$ cat src/hw/rtl/dwo_pkg.sv
// Shared types and constants of the dual wavetable oscillator.
// Holds the operation and register index codes and the transaction structs.
// No dependencies.
`timescale 1ns / 1ps

package dwo_pkg;

    localparam int PHASE_W  = 24;
    localparam int SAMPLE_W = 16;
    localparam int MIX_W    = 20;
    localparam int GAIN_W   = 16;
    localparam int CFG_W    = 24;
    localparam int TADDR_W  = 11;

    localparam logic signed [MIX_W-1:0] MIX_MAX = 20'sh7FFFF;
    localparam logic signed [MIX_W-1:0] MIX_MIN = 20'sh80000;

    typedef enum logic [1:0] {
        OP_TABLE_WRITE = 2'd0,
        OP_SET_PHASE   = 2'd1,
        OP_SAMPLE      = 2'd2,
        OP_NONE        = 2'd3
    } t_op;

    typedef enum logic [1:0] {
        CFG_PHASE_STEP_A = 2'd0,
        CFG_PHASE_STEP_B = 2'd1,
        CFG_DRIVE_GAIN   = 2'd2,
        CFG_VOLUME       = 2'd3
    } t_cfg_index;

    typedef struct packed {
        t_op                        operation;
        logic [TADDR_W-1:0]         table_address;
        logic signed [SAMPLE_W-1:0] table_value;
        logic [PHASE_W-1:0]         start_phase_a;
        logic [PHASE_W-1:0]         start_phase_b;
        logic signed [MIX_W-1:0]    mix_in_a;
        logic signed [MIX_W-1:0]    mix_in_b;
    } t_in_item;

    typedef struct packed {
        logic signed [MIX_W-1:0] mix_out_a;
        logic signed [MIX_W-1:0] mix_out_b;
    } t_out_item;

    typedef struct packed {
        logic adv;
    } t_stage_ctl;

endpackage

$ cat src/hw/rtl/dwo_voice.sv
// Voice datapath: drive gain and clip, volume scale, round, mix and saturate.
// Depends on dwo_pkg.
`timescale 1ns / 1ps

module dwo_voice import dwo_pkg::*; (
    input  logic                       i_clk,
    input  t_stage_ctl                 i_ctl,
    input  logic signed [SAMPLE_W-1:0] i_sample,
    input  logic signed [MIX_W-1:0]    i_mix,
    input  logic [GAIN_W-1:0]          i_gain,
    input  logic [GAIN_W-1:0]          i_volume,
    output logic signed [MIX_W-1:0]    o_mix
);

    localparam logic signed [32:0] ClipHi = 33'sd33554432;
    localparam logic signed [32:0] ClipLo = -33'sd33554432;
    localparam logic signed [43:0] RoundBias = 44'sd16777216;

    logic signed [32:0]      prod;
    logic signed [26:0]      n_p;
    logic signed [26:0]      r_p;
    logic signed [MIX_W-1:0] r_mix2;
    logic signed [43:0]      t_full;
    logic signed [43:0]      r_t;
    logic signed [MIX_W-1:0] r_mix3;
    logic signed [43:0]      rnd;
    logic signed [18:0]      contrib;
    logic signed [MIX_W:0]   sum;

    assign prod = i_sample * $signed({1'b0, i_gain});

    always_comb begin
        priority if (prod > ClipHi) begin
            n_p = ClipHi[26:0];
        end else if (prod < ClipLo) begin
            n_p = ClipLo[26:0];
        end else begin
            n_p = prod[26:0];
        end
    end

    assign t_full = r_p * $signed({1'b0, i_volume});

    always_ff @(posedge i_clk) begin
        if (i_ctl.adv) begin
            r_p    <= n_p;
            r_mix2 <= i_mix;
            r_t    <= t_full;
            r_mix3 <= r_mix2;
        end
    end

    assign rnd     = r_t + RoundBias;
    assign contrib = rnd[43:25];
    assign sum     = (MIX_W+1)'(r_mix3) + (MIX_W+1)'(contrib);

    always_comb begin
        priority if (sum > (MIX_W+1)'(MIX_MAX)) begin
            o_mix = MIX_MAX;
        end else if (sum < (MIX_W+1)'(MIX_MIN)) begin
            o_mix = MIX_MIN;
        end else begin
            o_mix = sum[MIX_W-1:0];
        end
    end

endmodule

$ cat config.mk
export PLATFORM = sky130hd
export DESIGN_NAME = dwo_voice
export DESIGN_NICKNAME = d
export VERILOG_FILES = /design/src/hw/rtl/dwo_pkg.sv /design/src/hw/rtl/dwo_voice.sv
export SDC_FILE = /design/constraint.sdc
export NUM_CORES = 2
export LEC_CHECK = 0
export BUFFER_PORTS_ARGS = -buffer_cell sky130_fd_sc_hd__buf_2
export CAP_MARGIN = 25
export CORE_ASPECT_RATIO = 0.8
export CORE_MARGIN = 10
export CORE_UTILIZATION = 50
export DETAILED_ROUTE_END_ITERATION = 8
export HOLD_SLACK_MARGIN = 0.03
export PLACE_DENSITY = 0.8
export SYNTH_ARGS = -nofsm -noshare
export SYNTH_HDL_FRONTEND = slang
export SYNTH_SLANG_ARGS = --single-unit
$ cat constraint.sdc
create_clock -name i_clk -period 8.24 [get_ports i_clk]
set_input_delay 1.648 -clock i_clk [delete_from_list [all_inputs] [get_ports i_clk]]
set_output_delay 1.648 -clock i_clk [all_outputs]
set_load 0.03 [all_outputs]
; Word-level counts from Yosys, hierarchy flattened
; Cells that the tools add are included.
[totals]
reg_bits = 111
input_bits = 70
out_inout_bits = 20
wordCells = 17
[classes]
addsub = 2
mul = 2
magnitude_cmp = 4
mux = 3
reduce_logical = 1
[ops]
columns = operator, n
row1 = adder 44 x 26 -> 44 bit (second input constant), 1
row2 = multiplier 27 x 17 -> 44 bit, 1
row3 = two-way mux 20 bit, 2
row4 = > comparator 33 x 27 -> 1 bit (second input constant), 1
row5 = < comparator 33 x 26 -> 1 bit (second input constant), 1
row6 = multiplier 16 x 17 -> 33 bit, 1
row7 = two-way mux 27 bit, 1
row8 = adder 20 x 19 -> 21 bit, 1
row9 = > comparator 21 x 20 -> 1 bit (second input constant), 1
row10 = < comparator 21 x 20 -> 1 bit (second input constant), 1
row11 = OR reduction 2 bit, 1

; Longest topological paths before layout
[depth]
ltp_word = 5
depth_mapped = 26
ltp_nobuf = 23

; Worst setup path before layout
; Ideal clock, no wire load.
[synth_path]
path_kind = input port to flip-flop
start = input port i_volume[2]
end = register r_t[38], data pin
setup_time_ns = 0.266
arrival_ns = 7.827
required_ns = 7.974
setup_slack_ns = 0.148
cell_stages = 22
n_path_buf = 2
path_cell_list = clkbuf_1 -> clkbuf_1 -> nand2_1 -> fa_1 -> inv_1 -> fa_1 -> inv_1 -> fa_1 -> fa_1 -> fa_1 -> inv_1 -> fa_1 -> ha_1 -> a21o_1 -> a221o_1 -> a21o_1 -> a221o_1 -> a221oi_2 -> o21ai_1 -> a2111oi_0 -> nor3_1 -> xor2_1
[synth_via]
elab_chain_len = 1
[synth_lines]
columns = item, line
row1 = "start, declared", dwo_voice.sv:11  ; input logic [GAIN_W-1:0] i_volume,
row2 = multiplier 27 x 17 -> 44 bit, dwo_voice.sv:42  ; assign t_full = r_p * $signed({1'b0, i_volume});
row3 = net t_full[38], dwo_voice.sv:23  ; logic signed [43:0] t_full;
row4 = "end signal, assigned", dwo_voice.sv:48  ; r_t <= t_full;
row5 = "end, declared", dwo_voice.sv:24  ; logic signed [43:0] r_t;
; The timed path passes the listed nets, and every way through them passes these cells.
; A chain may end at the register's enable or synchronous reset.

; Worst setup path in the final report
[layout_path]
start = input port i_volume[2]
end = register r_t[43], data pin
; The elaborated chain is that of the path after synthesis.

==> flow_metrics.py <==
metrics = {
    "run_status": {
        "status": "completed",
    },
    "sta": {
        "slew_violations": 0,
        "fmax_mhz": 125,
        "holdWs_ns": 0.417,
        "fin_crit_ns": 7.98,
        "setup-violations-final": 0,
        "clock_skew_ns": 0.0209,
        "rsz0062_at_grt": "false",
        "worst_slew_pin_slew_ns": 0.884,
        "hold_viol_final": 0,
        "final.period_utilization_pct": 96.9,
        "relSlewSlack_pct": 40.8,
    },
    "routing": {
        "ant_nets": 0,
        "vias_per_cell": 5.34,
        "finalWirelength_um": 64400,
        "drc": 0,
        "dr_total_vias": 20500,
        "drt_iter0_drc": 1525,
        "drt-wirelength-per-cell_um": 16.7,
        "dr.pass1.iters": 6,
    },
    "worst_setup_path": {
        "crit_slowest_cell": "fa_1",
        "crit_path_end_kind": "flop",
        "cp_max_fo": 22,
        "critPathRequiredTime_ns": 8.34,
        "crit_top_cell": "fa_1",
        "crit_path_start_kind": "input port",
        "crit_path_max_incr_delay_ns": 0.58,
        "crit_type": "in2reg",
        "arrival_ns": 8.08,
        "path_cells": "clkbuf_4, nand2_1, fa_1, inv_1, fa_1, inv_1, fa_1, fa_1, fa_1, inv_1, fa_1, ha_1, and3_1, a221o_1, a21o_1, a221o_1, a221oi_2, buf_4, o41ai_1, buf_4, o41ai_1, xnor2_1",
    },
    "final_layout": {
        "syn_to_final_growth_pct": 7.53,
        "layout-drive-gt1-share_pct": 7.79,
        "final_nets": 4019,
    },
    "synthesis": {
        "syn_area_um2": 28000,
        "netlist_instances": 3008,
        "ys_types": 70,
        "avgSynthCellArea_um2": 9.32,
        "ys_seq_elements": 87,
        "synthFlopType": "edfxtp_1",
        "synthesis.nets": 3938,
        "ys_warn_count": 0,
        "yosysSeqAreaShare_pct": 9.31,
        "synth-edff-count": 87,
        "async_flop_share_pct": 0,
    },
    "die": {
        "start_util_pct": 50.6,
        "die_area_um2": 66000,
        "die_y_um": 232,
        "rows": 77,
        "design.core.area_um2": 55400,
        "die_w_um": 285,
        "num_io_pins": 90,
    },
    "global_routing": {
        "antenna_found_initial": 2,
        "grt_pass1_wl_um": 109000,
        "grt.overflow.total": 0,
        "grtUsageTotal_pct": 19.9,
        "grt_pass1_vias": 21700,
        "grt_max_degree": 88,
    },
    "clock_network": {
        "numCtsBuffers": 9,
        "worstSkewPairLatency_ns": 0.37,
        "cts.sinks": 87,
        "clk_pin_slew_ns": 0.07,
        "cts_hold_buf": 0,
        "cts-root-buf": "clkbuf_16",
        "clockBufferDepth": 2,
        "cts_tree": "yes",
        "h-tree-depth": 3,
    },
    "worst_hold_path": {
        "hp-class": "reg2reg",
    },
    "placement": {
        "portBuffers": 89,
        "gp_congestion": 0.926,
        "hpwl_um": 53000,
    },
    "flow_run": {
        "maxCapViolCount": 0,
    },
}
[repair_timing]
| action | 4_1_cts | 5_1_grt |
|---|---|---|
| setup endpoints to repair | 0 | 3 |
| resized for setup | 0 | 3 |
| buffers inserted | 0 | 0 |
[flip-flops by register name (all words and copies together) (netlist names)]
register and cells:
r_p 27, r_mix3 20, r_mix2 20, r_t 20
[metal layers]
layer  GRT usage, %  vias up  share of wire [%]
met5              0        -                  0
met4           4.10        0                1.8
met3           2.69       97                8.2
met2           32.9      809                 48
met1           27.6    10400                 42
li1               -     9266                  -
[final timing paths]
| kind | start | end | slack (ns) | depth (start not counted) |
|---|---|---|---|---|
| hold / removal | r_mix2[6] | r_mix3[6] | 0.42 | 0 |
| hold reg to reg | r_mix2[6] | r_mix3[6] | 0.42 | 0 |
| setup / recovery | i_volume[2] | r_t[43] | 0.26 | 22 |
| setup reg to reg | r_p[21] | r_t[43] | 1.05 | 21 |
[metrics by stage]
step / cell area [µm²] / worst slack (ns) / TNS, ns / instances / utilization [%]
after CTS: 30100 / 0.171 / 0 / 3843 / 54.4
after global placement: 29800 / 0.0436 / 0 / 3827 / 53.8
after detailed placement: 29800 / -0.164 / -0.391 / 3827 / 53.8
final: 30200 / 0.257 / 0 / 3846 / 54.4
after floorplan: 28000 / 0.148 / 0 / 3008 / -
after global routing: 30200 / 0.0270 / 0 / 3844 / 54.4
[cell usage in the layout, fill, tap and decap left out, types with 35 or more instances in the layout]
cell	count
inv_1	700
fa_1	612
edfxtp_1	87
a21o_1	35
buf_4	99
o21ai_0	37
nand2_1	438
xnor2_1	53
nor2_1	49
ha_1	248
a21oi_1	69
and2_1	281
buf_2	85
[cells in the mapped netlist (4+ instances only)]
cell / n / area share, %
inv_1: 700 / 9.4
fa_1: 612 / 44
nand2_1: 438 / 5.9
and2_1: 281 / 6.3
ha_1: 248 / 11
clkbuf_1: 117 / 1.6
edfxtp_1: 87 / 9.3
a21oi_1: 69 / 1.2
xnor2_1: 53 / 1.7
nor2_1: 49 / 0.66
o21ai_0: 37 / 0.66
a21o_1: 35 / 0.94
xor2_1: 25 / 0.78
nand3_1: 21 / 0.37
nand4_1: 17 / 0.38
nor3_1: 16 / 0.29
and3_1: 15 / 0.33
a211oi_1: 14 / 0.37
o21a_1: 13 / 0.35
nand2b_1: 12 / 0.27
a21boi_2: 11 / 0.44
a21oi_2: 8 / 0.25
nor2b_1: 8 / 0.18
o211ai_1: 8 / 0.21
o21bai_1: 6 / 0.16
o31a_1: 6 / 0.19
a31oi_1: 5 / 0.11
a41o_1: 5 / 0.18
a2111o_1: 4 / 0.16
a21boi_0: 4 / 0.11
a221o_1: 4 / 0.14
a221oi_1: 4 / 0.12
buf_2: 4 / 0.071
nor4_1: 4 / 0.089
or2_2: 4 / 0.089
[area by class of cell]
cell class	count	area, µm²
fill	4803	25200
timing repair buffer	194	1340
inverter	701	2630
multi-input combinational	2096	22300
tap	750	938
antenna	2	5.00
sequential	87	2610
clock inverter	7	97.6
clock buffer	9	225
[worst max-delay path: cells and delay by family]
| kind | cells | cell delay, ns |
|---|---|---|
| buffers and inverters | 6 | 0.85 |
| AND/OR/NAND/NOR | 2 | 0.36 |
| XOR/XNOR | 1 | 0.12 |
| AO/OA/AOI/OAI | 6 | 1.68 |
| adder cells (fa/ha/maj) | 7 | 3.39 |
[cell families (layout without fill, tap and decap cells)]
kind of cell,after synthesis,count (layout),synth area share [%]
other,0,2,0
buffers and inverters,825,911,11.1
AOI/OAI and AO/OA,272,272,6.93
and+or+nand+nor,881,881,15.3
adders and majority gates,863,863,54.8
muxes,2,2,0.0714
xor gates and xnor gates,78,78,2.44
DFF,87,87,9.31
Power is left out: the tool's default activity adds up to more than one toggle a clock period on the data nets, which glitch-free logic cannot reach.
